`config.mk`:
```
export PLATFORM = sky130hd
export DESIGN_NAME = led_matrix_fade_scanner_top_flat
export DESIGN_NICKNAME = d
export VERILOG_FILES = /design/src/lmfs_pkg.sv /design/src/lmfs_scan_if.sv /design/src/lmfs_drive_if.sv /design/src/lmfs_cfg.sv /design/src/lmfs_seq.sv /design/src/lmfs_fade.sv /design/src/led_matrix_fade_scanner_top.sv /design/src/flat_wrapper.sv
export SDC_FILE = /design/constraint.sdc
export NUM_CORES = 1
export LEC_CHECK = 0
export ABC_AREA = 0
export BUFFER_PORTS_ARGS = -buffer_cell sky130_fd_sc_hd__buf_2
export CAP_MARGIN = 20
export CORE_MARGIN = 2
export CORE_UTILIZATION = 26
export DETAILED_ROUTE_END_ITERATION = 10
export SYNTH_ARGS = -nofsm -noshare
export SYNTH_HDL_FRONTEND = slang
export SYNTH_SLANG_ARGS = --single-unit
```
`constraint.sdc`:
```
create_clock -name clk -period 12.2 [get_ports clk]
set_clock_uncertainty 0.1 [all_clocks]
set_input_delay 0.61 -clock clk [delete_from_list [all_inputs] [get_ports clk]]
set_output_delay 0.61 -clock clk [all_outputs]
set_load 0.05 [all_outputs]
```
`src/lmfs_pkg.sv`:
```
// Shared constants, types and the brightness curve of the LED matrix fade scanner.
package lmfs_pkg;

	// Field widths fixed by the interface.
	localparam int TGT_W    = 8;
	localparam int COL_F_W  = 3;
	localparam int ROW_F_W  = 3;
	localparam int LEVEL_W  = 8;

	// Geometry defaults and the widest row or column index the geometry allows.
	localparam int COLUMNS_DEF = 8;
	localparam int ROWS_DEF    = 8;
	localparam int IDX_W       = 4;

	// Fade counter.
	localparam int                 CNT_W = 6;
	localparam int                 STEPS = 64;
	localparam logic [CNT_W-1:0]   TOP   = CNT_W'(STEPS - 1);

	localparam logic [LEVEL_W-1:0] LEVEL_FULL = 8'd255;

	// Configuration port.
	localparam int   PADDR_W = 3;
	localparam int   PDATA_W = 32;
	localparam logic REG_FADE_STEP = 1'b0;

	// Perceptual brightness curve, indexed by the fade counter.
	localparam logic [LEVEL_W-1:0] CURVE [0:63] = '{
		8'd0,   8'd0,   8'd0,   8'd0,   8'd0,   8'd0,   8'd0,   8'd0,
		8'd0,   8'd1,   8'd1,   8'd1,   8'd1,   8'd2,   8'd2,   8'd2,
		8'd2,   8'd3,   8'd3,   8'd4,   8'd4,   8'd5,   8'd5,   8'd6,
		8'd6,   8'd7,   8'd8,   8'd9,   8'd10,  8'd11,  8'd12,  8'd13,
		8'd14,  8'd16,  8'd17,  8'd19,  8'd21,  8'd23,  8'd25,  8'd28,
		8'd30,  8'd33,  8'd36,  8'd40,  8'd44,  8'd48,  8'd52,  8'd57,
		8'd62,  8'd68,  8'd74,  8'd81,  8'd89,  8'd97,  8'd106, 8'd115,
		8'd126, 8'd138, 8'd150, 8'd164, 8'd179, 8'd195, 8'd213, 8'd255
	};

	// One row lookup handed from the row sequencer to the fade stage.
	typedef struct packed {
		logic             valid;
		logic             on;
		logic             last;
		logic [IDX_W-1:0] row;
		logic [IDX_W-1:0] col;
	} rd_req_t;

	// Sequencer status, watched at the top level.
	typedef struct packed {
		logic             busy;
		logic [IDX_W-1:0] row;
	} seq_stat_t;

endpackage

```
`src/lmfs_scan_if.sv`:
```
// Request channel carrying the row targets of one scan tick.
interface lmfs_scan_if;
	logic                        valid;
	logic                        ready;
	logic [lmfs_pkg::TGT_W-1:0]  row_targets;

	modport source (output valid, output row_targets, input ready);
	modport sink   (input valid, input row_targets, output ready);
endinterface

```
`src/lmfs_drive_if.sv`:
```
// Request channel carrying one row drive level.
interface lmfs_drive_if;
	logic                          valid;
	logic                          ready;
	logic [lmfs_pkg::COL_F_W-1:0]  column;
	logic [lmfs_pkg::ROW_F_W-1:0]  row;
	logic [lmfs_pkg::LEVEL_W-1:0]  level;
	logic                          last;

	modport source (output valid, output column, output row, output level, output last,
		input ready);
	modport sink   (input valid, input column, input row, input level, input last,
		output ready);
endinterface

```
`src/lmfs_cfg.sv`:
```
// APB register block holding the fade step.
module lmfs_cfg (
	input  logic                          clk,
	input  logic                          arst_n,
	input  logic                          psel,
	input  logic                          penable,
	input  logic                          pwrite,
	input  logic [lmfs_pkg::PADDR_W-1:0]  paddr,
	input  logic [lmfs_pkg::PDATA_W-1:0]  pwdata,
	output logic [lmfs_pkg::PDATA_W-1:0]  prdata,
	output logic                          pready,
	output logic [lmfs_pkg::CNT_W-1:0]    fade_step,
	output logic                          clear
);
	import lmfs_pkg::*;

	logic             reg_idx;
	logic             wr;
	logic [CNT_W-1:0] step_q;

	assign pready  = 1'b1;
	assign reg_idx = paddr[PADDR_W-1];
	assign wr      = psel && penable && pwrite && pready;
	// Writing the step also wipes every fade counter.
	assign clear   = wr && (reg_idx == REG_FADE_STEP);

	always_ff @(posedge clk or negedge arst_n) begin
		if (!arst_n) begin
			step_q <= '0;
		end else if (clear) begin
			step_q <= pwdata[CNT_W-1:0];
		end
	end

	assign prdata    = (reg_idx == REG_FADE_STEP) ? PDATA_W'(step_q) : '0;
	assign fade_step = step_q;

endmodule

```
`src/lmfs_seq.sv`:
```
// Row sequencer: holds one scan tick and issues one row lookup per cycle while the fade stage is ready.
module lmfs_seq #(
	parameter int COLUMNS = lmfs_pkg::COLUMNS_DEF,
	parameter int ROWS    = lmfs_pkg::ROWS_DEF
) (
	input  logic                 clk,
	input  logic                 arst_n,
	lmfs_scan_if.sink            scan,
	input  logic                 s1_ready,
	output lmfs_pkg::rd_req_t    rd_req,
	output lmfs_pkg::seq_stat_t  stat
);
	import lmfs_pkg::*;

	localparam int COL_W = (COLUMNS > 1) ? $clog2(COLUMNS) : 1;
	localparam int ROW_W = (ROWS > 1) ? $clog2(ROWS) : 1;

	logic             busy_q;
	logic [ROW_W-1:0] row_q;
	logic [COL_W-1:0] act_col_q;
	logic [COL_W-1:0] col_q;
	logic [TGT_W-1:0] tgt_q;
	logic             issue;
	logic             last_row;
	logic             accept;

	assign issue    = busy_q && s1_ready;
	assign last_row = (row_q == ROW_W'(ROWS - 1));
	// A new tick is taken in the cycle the last row of the current one leaves.
	assign scan.ready = !busy_q || (issue && last_row);
	assign accept     = scan.valid && scan.ready;

	always_ff @(posedge clk or negedge arst_n) begin
		if (!arst_n) begin
			busy_q    <= 1'b0;
			row_q     <= '0;
			act_col_q <= '0;
		end else if (accept) begin
			busy_q    <= 1'b1;
			row_q     <= '0;
			act_col_q <= (act_col_q == COL_W'(COLUMNS - 1)) ? '0 : act_col_q + 1'b1;
		end else if (issue && last_row) begin
			busy_q <= 1'b0;
		end else if (issue) begin
			row_q <= row_q + 1'b1;
		end
	end

	always_ff @(posedge clk) begin
		if (accept) begin
			tgt_q <= scan.row_targets;
			col_q <= act_col_q;
		end
	end

	always_comb begin
		rd_req.valid = issue;
		// Rows past the width of the target field are always off.
		rd_req.on    = (32'(row_q) < TGT_W) && tgt_q[3'(row_q)];
		rd_req.last  = last_row;
		rd_req.row   = IDX_W'(row_q);
		rd_req.col   = IDX_W'(col_q);
		stat.busy    = busy_q;
		stat.row     = IDX_W'(row_q);
	end

endmodule

```
`src/lmfs_fade.sv`:
```
// Fade counter memory, level lookup, counter update and result register.
module lmfs_fade #(
	parameter int COLUMNS = lmfs_pkg::COLUMNS_DEF,
	parameter int ROWS    = lmfs_pkg::ROWS_DEF
) (
	input  logic                        clk,
	input  logic                        arst_n,
	input  logic                        clear,
	input  logic [lmfs_pkg::CNT_W-1:0]  fade_step,
	input  lmfs_pkg::rd_req_t           rd_req,
	output logic                        s1_ready,
	lmfs_drive_if.source                drive
);
	import lmfs_pkg::*;

	localparam int DEPTH  = COLUMNS * ROWS;
	localparam int ADDR_W = (DEPTH > 1) ? $clog2(DEPTH) : 1;

	logic [CNT_W-1:0]  mem [DEPTH];
	logic [DEPTH-1:0]  vld_q;

	logic [ADDR_W-1:0] raddr;

	// Lookup stage.
	logic              valid_s1;
	logic [ADDR_W-1:0] addr_s1;
	logic              on_s1;
	logic              last_s1;
	logic [IDX_W-1:0]  row_s1;
	logic [IDX_W-1:0]  col_s1;
	logic [CNT_W-1:0]  mem_rd_s1;
	logic              hit_s1;
	logic              fwd_s1;
	logic [CNT_W-1:0]  fwd_cnt_s1;

	// Result stage.
	logic                valid_s2;
	logic [COL_F_W-1:0]  col_s2;
	logic [ROW_F_W-1:0]  row_s2;
	logic [LEVEL_W-1:0]  level_s2;
	logic                last_s2;

	logic               adv_s2;
	logic               wr_en;
	logic [CNT_W-1:0]   cnt;
	logic [CNT_W-1:0]   goal;
	logic [CNT_W:0]     sum;
	logic [CNT_W-1:0]   new_cnt;
	logic [LEVEL_W-1:0] level;

	assign adv_s2   = !valid_s2 || drive.ready;
	assign s1_ready = !valid_s1 || adv_s2;
	assign wr_en    = valid_s1 && adv_s2;
	assign raddr    = ADDR_W'(rd_req.col) + ADDR_W'(32'(rd_req.row) * COLUMNS);

	always_comb begin
		// Never-written entries read as zero; a write landing on the address
		// being read in the same cycle is forwarded.
		if (fwd_s1) begin
			cnt = fwd_cnt_s1;
		end else if (hit_s1) begin
			cnt = mem_rd_s1;
		end else begin
			cnt = '0;
		end
		if (cnt > TOP) begin
			cnt = TOP;
		end
		goal    = on_s1 ? TOP : '0;
		sum     = {1'b0, cnt} + {1'b0, fade_step};
		new_cnt = cnt;
		level   = CURVE[cnt];
		if ((fade_step == '0) && on_s1) begin
			level = LEVEL_FULL;
		end else if (cnt < goal) begin
			new_cnt = (sum > {1'b0, goal}) ? goal : sum[CNT_W-1:0];
		end else if (cnt > goal) begin
			new_cnt = (cnt > fade_step) ? cnt - fade_step : '0;
		end
	end

	always_ff @(posedge clk) begin
		if (wr_en) begin
			mem[addr_s1] <= new_cnt;
		end
		if (s1_ready) begin
			mem_rd_s1  <= mem[raddr];
			hit_s1     <= vld_q[raddr];
			fwd_s1     <= wr_en && (addr_s1 == raddr);
			fwd_cnt_s1 <= new_cnt;
			addr_s1    <= raddr;
			on_s1      <= rd_req.on;
			last_s1    <= rd_req.last;
			row_s1     <= rd_req.row;
			col_s1     <= rd_req.col;
		end
		if (adv_s2) begin
			col_s2   <= COL_F_W'(col_s1);
			row_s2   <= ROW_F_W'(row_s1);
			level_s2 <= level;
			last_s2  <= last_s1;
		end
	end

	always_ff @(posedge clk or negedge arst_n) begin
		if (!arst_n) begin
			vld_q    <= '0;
			valid_s1 <= 1'b0;
			valid_s2 <= 1'b0;
		end else begin
			if (clear) begin
				vld_q <= '0;
			end else if (wr_en) begin
				vld_q[addr_s1] <= 1'b1;
			end
			if (s1_ready) begin
				valid_s1 <= rd_req.valid;
			end
			if (adv_s2) begin
				valid_s2 <= valid_s1;
			end
		end
	end

	assign drive.valid  = valid_s2;
	assign drive.column = col_s2;
	assign drive.row    = row_s2;
	assign drive.level  = level_s2;
	assign drive.last   = last_s2;

endmodule

```
`src/led_matrix_fade_scanner_top.sv`:
```
// Top level of the LED matrix column scanner with per-LED fading.
// Each request on scan carries the on/off targets of every row in the active column; the
// block answers with ROWS requests on drive, one per row in row order, the final one
// flagged by last, and then moves on to the next column, wrapping after COLUMNS. Results
// leave at one per clock while drive is ready, and the next tick is taken in the same
// cycle as its predecessor's last row lookup, so ticks follow each other with no gap. The
// rate is set by the single drive port and the one-lookup-per-cycle port of the fade
// counter memory. The first row of a tick reaches drive through the row sequencer, which
// the accepting edge loads, then the registered counter read and the result register.
// Every LED owns a six-bit fade counter; the level it shows comes from a perceptual curve
// at the counter value from before the tick, and the counter then steps by fade_step
// toward full or off, clamping at either end. With fade_step at zero an LED that is on is
// driven at full brightness. Writing fade_step (register 0, byte address 0 of the APB
// port) clears every counter at once through per-entry valid flags, so there is no
// clearing pass; registers should only be written while no tick is in flight.
module led_matrix_fade_scanner_top #(
	parameter int COLUMNS = lmfs_pkg::COLUMNS_DEF,
	parameter int ROWS    = lmfs_pkg::ROWS_DEF
) (
	input  logic                          clk,
	input  logic                          arst_n,
	lmfs_scan_if.sink                     scan,
	lmfs_drive_if.source                  drive,
	input  logic                          psel,
	input  logic                          penable,
	input  logic                          pwrite,
	input  logic [lmfs_pkg::PADDR_W-1:0]  paddr,
	input  logic [lmfs_pkg::PDATA_W-1:0]  pwdata,
	output logic [lmfs_pkg::PDATA_W-1:0]  prdata,
	output logic                          pready
);
	import lmfs_pkg::*;

	logic             clear;
	logic [CNT_W-1:0] fade_step;
	logic             s1_ready;
	rd_req_t          rd_req;
	seq_stat_t        seq_stat;

	// Register block: fade step and the counter wipe that goes with writing it.
	lmfs_cfg u_cfg (
		.clk       (clk),
		.arst_n    (arst_n),
		.psel      (psel),
		.penable   (penable),
		.pwrite    (pwrite),
		.paddr     (paddr),
		.pwdata    (pwdata),
		.prdata    (prdata),
		.pready    (pready),
		.fade_step (fade_step),
		.clear     (clear)
	);

	// Row sequencer: walks the rows of the held tick, one lookup per cycle while the fade stage is ready.
	lmfs_seq #(
		.COLUMNS (COLUMNS),
		.ROWS    (ROWS)
	) u_seq (
		.clk      (clk),
		.arst_n   (arst_n),
		.scan     (scan),
		.s1_ready (s1_ready),
		.rd_req   (rd_req),
		.stat     (seq_stat)
	);

	// Counter memory, level lookup and the result register feeding drive.
	lmfs_fade #(
		.COLUMNS (COLUMNS),
		.ROWS    (ROWS)
	) u_fade (
		.clk       (clk),
		.arst_n    (arst_n),
		.clear     (clear),
		.fade_step (fade_step),
		.rd_req    (rd_req),
		.s1_ready  (s1_ready),
		.drive     (drive)
	);

	// A freshly accepted tick always starts at its first row.
	a_accept_starts_row0: assert property (@(posedge clk) disable iff (!arst_n)
		scan.valid && scan.ready |=> seq_stat.busy && (seq_stat.row == '0))
		else $error("accepted tick did not start at row zero");

	// A tick is only taken while busy when the previous one issues its last row.
	a_accept_on_last: assert property (@(posedge clk) disable iff (!arst_n)
		scan.ready && seq_stat.busy |-> rd_req.valid && rd_req.last)
		else $error("tick accepted before the previous tick finished issuing");

	// The last flag is only seen on the final row of the geometry.
	a_last_row: assert property (@(posedge clk) disable iff (!arst_n)
		drive.valid && drive.last |-> drive.row == ROW_F_W'(ROWS - 1))
		else $error("last flag on a row other than the final one");

endmodule

```
`src/flat_wrapper.sv`:
```
// flat-port wrapper written by rule: the top's interface ports become plain ports
module led_matrix_fade_scanner_top_flat import lmfs_pkg::*;
#(
	parameter int COLUMNS = lmfs_pkg::COLUMNS_DEF,
	parameter int ROWS    = lmfs_pkg::ROWS_DEF
)
  (clk, arst_n, psel, penable, pwrite, paddr, pwdata, prdata, pready, scan_valid, scan_row_targets, scan_ready, drive_valid, drive_column, drive_row, drive_level, drive_last, drive_ready);
  lmfs_scan_if scan_i ();
  lmfs_drive_if drive_i ();
  input  logic clk;
  input  logic arst_n;
  input  logic psel;
  input  logic penable;
  input  logic pwrite;
  input  logic [lmfs_pkg::PADDR_W-1:0] paddr;
  input  logic [lmfs_pkg::PDATA_W-1:0] pwdata;
  output logic [lmfs_pkg::PDATA_W-1:0] prdata;
  output logic pready;
  input wire logic [$bits(scan_i.valid)-1:0] scan_valid;
  input wire logic [$bits(scan_i.row_targets)-1:0] scan_row_targets;
  output wire logic [$bits(scan_i.ready)-1:0] scan_ready;
  output wire logic [$bits(drive_i.valid)-1:0] drive_valid;
  output wire logic [$bits(drive_i.column)-1:0] drive_column;
  output wire logic [$bits(drive_i.row)-1:0] drive_row;
  output wire logic [$bits(drive_i.level)-1:0] drive_level;
  output wire logic [$bits(drive_i.last)-1:0] drive_last;
  input wire logic [$bits(drive_i.ready)-1:0] drive_ready;
  assign scan_i.valid = scan_valid;
  assign scan_i.row_targets = scan_row_targets;
  assign scan_ready = scan_i.ready;
  assign drive_valid = drive_i.valid;
  assign drive_column = drive_i.column;
  assign drive_row = drive_i.row;
  assign drive_level = drive_i.level;
  assign drive_last = drive_i.last;
  assign drive_i.ready = drive_ready;
  led_matrix_fade_scanner_top #(.COLUMNS(COLUMNS), .ROWS(ROWS)) u_core (.clk(clk), .arst_n(arst_n), .scan(scan_i), .drive(drive_i), .psel(psel), .penable(penable), .pwrite(pwrite), .paddr(paddr), .pwdata(pwdata), .prdata(prdata), .pready(pready));
endmodule
```
# Word level (Yosys, flattened, before mapping)
# Memories as Yosys holds them, arrays and structs flattened. A register that Yosys moved wholly into a read port is not among the register bits.
# Cells that the tools add are included.
# totals
output_inout_bits	50
reg_bits	119
romBits	512
ramBits	384
memories	2
input_bits	50
# mem_list
memory	words	width	read_ports	rd_ports_with_merged_regs	write_ports	line_no	rtl
(name not given)	64	8	1	1	0	lmfs_fade.sv:72	level = CURVE[cnt];
u_core.u_fade.mem	64	6	1	1	1	lmfs_fade.sv:19	logic [CNT_W-1:0] mem [DEPTH];
# classes
muxes	26
n_eq_ne	4
magnitude_cmp	9
bitwise_logic	3
n_reduce_logical	21
addsub	5
# op_table
op	n
64-bit 2-to-1 mux	2
64-bit bitwise OR	1
6-bit 2-to-1 mux	10
6-bit by 7-bit less-than comparator with 1-bit output, second input constant	2
6-bit > comparator	2
3-bit 2-to-1 mux	4
1-bit logical AND	10
6-bit by 6-bit adder with 7-bit output	1
7-bit by 6-bit > comparator with 1-bit output	1
1-bit 2-to-1 mux	7
6-bit inverter with 7-bit output	1
3-bit by 1-bit adder with 3-bit output, second input constant	2
3-bit by 6-bit adder with 6-bit output	1
1-bit binary-select mux with 6-bit select	1
1-bit demux with 6-bit select	1
3-bit == test, second input constant	2
6-bit == test	1
6-bit by 1-bit >= comparator with 1-bit output, second input constant	1
6-bit > comparator, second input constant	1
6-bit zero test	1
6-bit less-than comparator	1
2-bit nonzero test	3
6-bit subtractor	1
3-bit by 4-bit less-than comparator with 1-bit output, second input constant	1
6 further kinds	10

# Longest topological paths before layout
# logic_depth
ltp_word	9
depth_mapped	19
mapped_depth_nobuf	16

# By module
# From an unflattened synthesis, not the netlist that was laid out.
# unflattened
hier_cells	1295
hier_area_um2	21952.3
# modules_own_cells
module	area_per_inst_um2	cells_per_inst	instances
lmfs_fade	20633.5	1194	1
lmfs_seq	810.8	52	1
lmfs_cfg	508.0	49	1

# Least setup slack after synthesis
# OpenSTA, ideal clock, no wires.
# synth_timing
path_type	register to register
start	register u_core.u_fade.fwd_s1
end	register u_core.u_fade.fwd_cnt_s1[0] (data pin)
required_ns	11.325
path_buffers	4
slack_ns	5.138
arrival_time_ns	6.187
stages_incl_launch_ff	19
setup_time_ns	0.775
cell_sequence	edfxtp_1 > buf_2 > nand3b_1 > nand2_1 > clkbuf_1 > ha_1 > buf_2 > a221oi_1 > o21ai_0 > nor2b_1 > xnor2_1 > inv_1 > ha_1 > nand3_1 > a21oi_1 > a211oi_1 > o221a_2 > buf_4 > a311oi_1
# synth_via
elab_chain_cells	8
word_cells_on_any_way	14
classes_between	add/sub: 2; order compare: 5; mux: 7
# synth_lines
item	line_no	rtl
start, declared	lmfs_fade.sv:33	logic fwd_s1;
start signal, assigned	lmfs_fade.sv:89	fwd_s1 <= wr_en && (addr_s1 == raddr);
6-bit 2-to-1 mux *	lmfs_fade.sv:59	if (fwd_s1) begin
6-bit > comparator	lmfs_fade.sv:66	if (cnt > TOP) begin
6-bit 2-to-1 mux *	lmfs_fade.sv:66	
6-bit by 6-bit adder with 7-bit output (tied with other cells)	lmfs_fade.sv:70	sum = {1'b0, cnt} + {1'b0, fade_step};
7-bit by 6-bit > comparator with 1-bit output / 6-bit 2-to-1 mux (equally long branches)	lmfs_fade.sv:76, lmfs_fade.sv:78	
6-bit 2-to-1 mux, on equally long branches	lmfs_fade.sv:76, lmfs_fade.sv:77	
6-bit 2-to-1 mux	lmfs_fade.sv:75	end else if (cnt < goal) begin
6-bit 2-to-1 mux *	lmfs_fade.sv:73	if ((fade_step == '0) && on_s1) begin
via u_core.u_fade.new_cnt[0]	lmfs_fade.sv:48	logic [CNT_W-1:0] new_cnt;
end signal, assigned	lmfs_fade.sv:90	fwd_cnt_s1 <= new_cnt;
end, declared	lmfs_fade.sv:34	logic [CNT_W-1:0] fwd_cnt_s1;
# Mark *: on every way through the listed nets, which the timed path passes. The rest lies on a longest branch.
# A chain may end at the register's enable or synchronous reset.

# Worst setup path after layout
# layout_timing
start	register u_core.u_fade.fwd_s1
end	memory u_core.u_fade.mem[28][5] (data pin)
# layout_via
elab_chain_cells	8
word_cells_on_any_way	14
classes_between	add/sub: 2; order compare: 5; mux: 7
# layout_lines
item	line_no
6-bit 2-to-1 mux *	lmfs_fade.sv:59
6-bit > comparator	lmfs_fade.sv:66
6-bit 2-to-1 mux *	lmfs_fade.sv:66
6-bit by 6-bit adder with 7-bit output (tied with other cells)	lmfs_fade.sv:70
7-bit by 6-bit > comparator with 1-bit output / 6-bit 2-to-1 mux (equally long branches)	lmfs_fade.sv:76, lmfs_fade.sv:78
6-bit 2-to-1 mux, on equally long branches	lmfs_fade.sv:76, lmfs_fade.sv:77
6-bit 2-to-1 mux	lmfs_fade.sv:75
6-bit 2-to-1 mux *	lmfs_fade.sv:73
via u_core.u_fade.new_cnt[5]	lmfs_fade.sv:48
end, declared	lmfs_fade.sv:19
# Marks and branches as above.

==> metrics <==
global route overflow 0; initial antenna violation count 1; total routed wirelength 48950 um; DRT iter0 DRCs 1119; all-layer global routing usage 0.1135; H-tree levels 2; post-CTS sizing 0; Die Area about 85000 sq um; Sum Neg Setup Slack 0 ns; status finished, final reports clean; fmax 181.4 MHz; drt drc 0; Cell Chain, Critical Path nor2b_4 > a22oi_4 > inv_1 > ha_1 > a221oi_1 > o21ai_0 > nor2b_1 > xnor2_1 > inv_1 > ha_1 > nand3_1 > a21oi_1 > a211oi_1 > o221a_2 > nor3b_1 > a311oi_4 > buf_4; core area 82110 sq um; Die Span X 292.2 um; CP Class register to register; Final Cycle Share 0.4519; DR WL/cell 20.25 um; syn avg cell area 17.29 sq um; cell internal pwr between 4 and 5 mW; port buffer count 44; number of synthesized flops with an enable pin 432; leakage power slightly above 8 nW; Tot Pwr 6.438 mW; min-delay worst type primary input to register; commonest non-fill, non-tap cell in the layout edfxtp_1; max-slew violations 0; yosys warns 0; Layout Nets 1393; Setup violations, final 0; vias post-DR 11510; Power Density 262.0 nW/um^2; Max IR drop VDD 0.4298 mV; WP data arrival 5.65 ns; # rows 105; area leader, netlist edfxtp_1; Setup Buffers After CTS 0; Seq/Total Area, Yosys 0.6922; number of global-route vias before repair approximately 12000; Crit path required time 12.34 ns; asr flop ratio synth 0.1546; distinct cell type count of the synthesized netlist just under 70; Hold Fails Final Rpt 0; layout cells sized above 1 0.2049; Worst Tran Pin Value 1.061 ns; sequential power share 0.462; Fill cells 7947; Main synth FF type edfxtp_1; Worst Setup Start Kind register; Clk pwr share 0.233; largest net degree at the start of global routing 71; area growth from synthesis to layout 13.78%; Final min period 5.513 ns; clock root buffer clkbuf_16; Max-slew headroom 0.2912; antenna-violating nets left 0; max_cap viols 0; commonest cells after routing, fill and taps aside edfxtp_1 (432), mux4_2 (114), nor2_1 (92); RD Place Congestion about 0.82; CTS buffer count 52; Syn Std Cell Area 21600 sq um; RSZ-0062 raised after global routing no; flops & latches, synth approximately 500; CP Max Fanout 65; top-area cell type share of the netlist area 0.6007; DR pass1 iterations 5; Clock Pin Slew Worst Setup and Hold Paths 0.06 ns; chip height 292.2 um; first-pass GRT wire length 73530 um; Clock Tree Buf Depth 3; slowest CP cell nor3b_1; Synth area leaders edfxtp_1 (60%), mux4_2 (12%), dfrtp_1 (9.2%); Initial Utilization 0.2630; # IOs 100; Vias/cell 4.763; dpl hpwl ~30000 um; clk_lat worst skew 0.61 ns; crit path capture type register; diode count 0; combinational share of power 0.305; CTS Sinks 511; Sw Share 0.3457; Mapped Cells 1249; Slowest Stage Delay on Critical Path 0.77 ns; switching power 2.225 mW; CTS tree yes
[stage by stage]
step	instances	util	instance area (sq um)	setup slack, ns	hold WS, ns
2_1_floorplan	1274	-	21690	5.138	0.2144
3_3_place_gp	2319	0.2794	22940	6.763	0.3106
3_5_place_dp	2319	0.2794	22940	6.704	0.3244
4_1_cts	2417	0.2993	24570	6.693	0.05154
5_1_grt	2417	0.2993	24570	6.365	0.06925
6_report	2417	0.2993	24570	6.687	0.08006
[metal layers]
metal / routed length, um / part of all wire / vias up / global-route usage
li1: - / - / 5037 / -
met1: 21500 / 0.44 / 6003 / 0.1547
met2: 23180 / 0.47 / 396 / 0.1816
met3: 3169 / 0.065 / 75 / 0.02291
met4: 1086 / 0.022 / 2 / 0.03621
met5: 13 / 0.00027 / - / 0
[flip-flops by register name (all words and copies together), names as in the netlist]
| register | count |
|---|---|
| u_core.u_cfg.fade_step | 6 |
| u_core.u_fade.fwd_s1 | 1 |
| u_core.u_seq.busy_q | 1 |
| u_core.u_fade.drive.last | 1 |
| u_core.u_fade.hit_s1 | 1 |
| u_core.u_fade.mem | 384 |
| u_core.u_seq.act_col_q | 3 |
| u_core.u_fade.on_s1 | 1 |
| u_core.u_fade.drive.column | 3 |
| u_core.u_fade.mem_rd_s1 | 6 |
| u_core.u_fade.drive.valid | 1 |
| u_core.u_fade.addr_s1 | 6 |
| u_core.u_fade.valid_s1 | 1 |
| u_core.u_fade.fwd_cnt_s1 | 6 |
| u_core.u_fade.last_s1 | 1 |
| u_core.u_seq.tgt_q | 8 |
| u_core.u_fade.drive.row | 3 |
| u_core.u_fade.drive.level | 8 |
| u_core.u_fade.vld_q | 64 |
| u_core.u_seq.col_q | 3 |
| u_core.u_seq.row_q | 3 |
[synth_stat cells (3+ instances only)]
| cell type | count |
|---|---|
| nand2b_1 | 8 |
| inv_1 | 27 |
| nor2b_1 | 11 |
| a21oi_1 | 27 |
| a311oi_1 | 5 |
| nor2_1 | 92 |
| a31oi_1 | 5 |
| o21ai_0 | 22 |
| ha_1 | 37 |
| mux4_2 | 114 |
| buf_2 | 21 |
| xnor2_1 | 8 |
| nand4_1 | 4 |
| mux2_2 | 9 |
| and2_1 | 3 |
| a221oi_1 | 11 |
| nand3b_1 | 8 |
| clkbuf_1 | 18 |
| a22o_1 | 14 |
| dfrtp_1 | 79 |
| a211oi_1 | 12 |
| or3_1 | 3 |
| inv_2 | 3 |
| a22oi_1 | 10 |
| buf_4 | 39 |
| xor2_1 | 4 |
| buf_1 | 8 |
| o221ai_1 | 5 |
| a211o_1 | 3 |
| o211ai_1 | 10 |
| o21a_1 | 65 |
| edfxtp_1 | 432 |
| o22ai_1 | 9 |
| nor3_1 | 12 |
| nand2_1 | 42 |
| nand3_1 | 15 |
| mux2i_1 | 16 |
[power by group through the flow]
| stage | Clock, mW | Sequential, mW | Combinational (mW) |
|---|---|---|---|
| 2_1_floorplan | 0 | 3.10 | 1.13 |
| 6_report | 1.50 | 2.97 | 1.96 |
| 3_5_place_dp | 0 | 3.01 | 1.98 |
| 5_1_grt | 1.60 | 2.99 | 2.15 |
| 3_3_place_gp | 0 | 3.00 | 1.89 |
| 4_1_cts | 1.53 | 2.97 | 1.99 |
[final timing paths]
check / start / end / slack, ns / cells past startpoint
min in group asynchronous: arst_n / u_core.u_fade.vld_q[2] / 0.32 / 2
min: scan_row_targets[7] / u_core.u_seq.tgt_q[7] / 0.08 / 1
max reg2reg: u_core.u_fade.fwd_s1 / u_core.u_fade.mem[28][5] / 6.69 / 17
max: u_core.u_fade.fwd_s1 / u_core.u_fade.mem[28][5] / 6.69 / 17
min reg2reg: u_core.u_fade.last_s1 / u_core.u_fade.drive.last / 0.34 / 0
max in group asynchronous: arst_n / u_core.u_cfg.fade_step[2] / 10.44 / 3
[cells by family after synthesis]
group / count (synthesis) / synth area share
and+or+nand+nor: 210 / 0.04600
xor gates and xnor gates: 12 / 0.004867
muxes: 139 / 0.1310
AOI/OAI and AO/OA: 218 / 0.07306
other: 2 / 0.0003478
buffers and inverters: 118 / 0.02920
adders and majority gates: 39 / 0.02329
DFF: 511 / 0.6922
[worst max-delay path: cells and delay by family (launching register included)]
| kind | cells | cell delay [ns] |
|---|---|---|
| xor+xnor | 1 | 0.31 |
| simple gates | 4 | 1.10 |
| compound gates | 7 | 1.41 |
| flops | 1 | 0.57 |
| buf+inv | 3 | 0.87 |
| fa+ha+maj | 2 | 0.72 |
[what timing repair did]
action	CTS	global route
setup endpoints to repair	0	0
hold buffers	1	0
hold endpoints to repair	16	0
[final cells by class]
type / instances / area (sq um) / share of cell area
timing repair buffer: 64 / 375.4 / 0.01528
multi-input combinational: 645 / 6173 / 0.2512
clock buffer: 70 / 1420 / 0.05779
inverter: 30 / 112.6 / 0.004583
clock inverter: 27 / 202.7 / 0.008249
sequential: 511 / 14950 / 0.6084
tap: 1070 / 1339 / 0.05448
No activity file was read; power rests on OpenSTA's default activity.
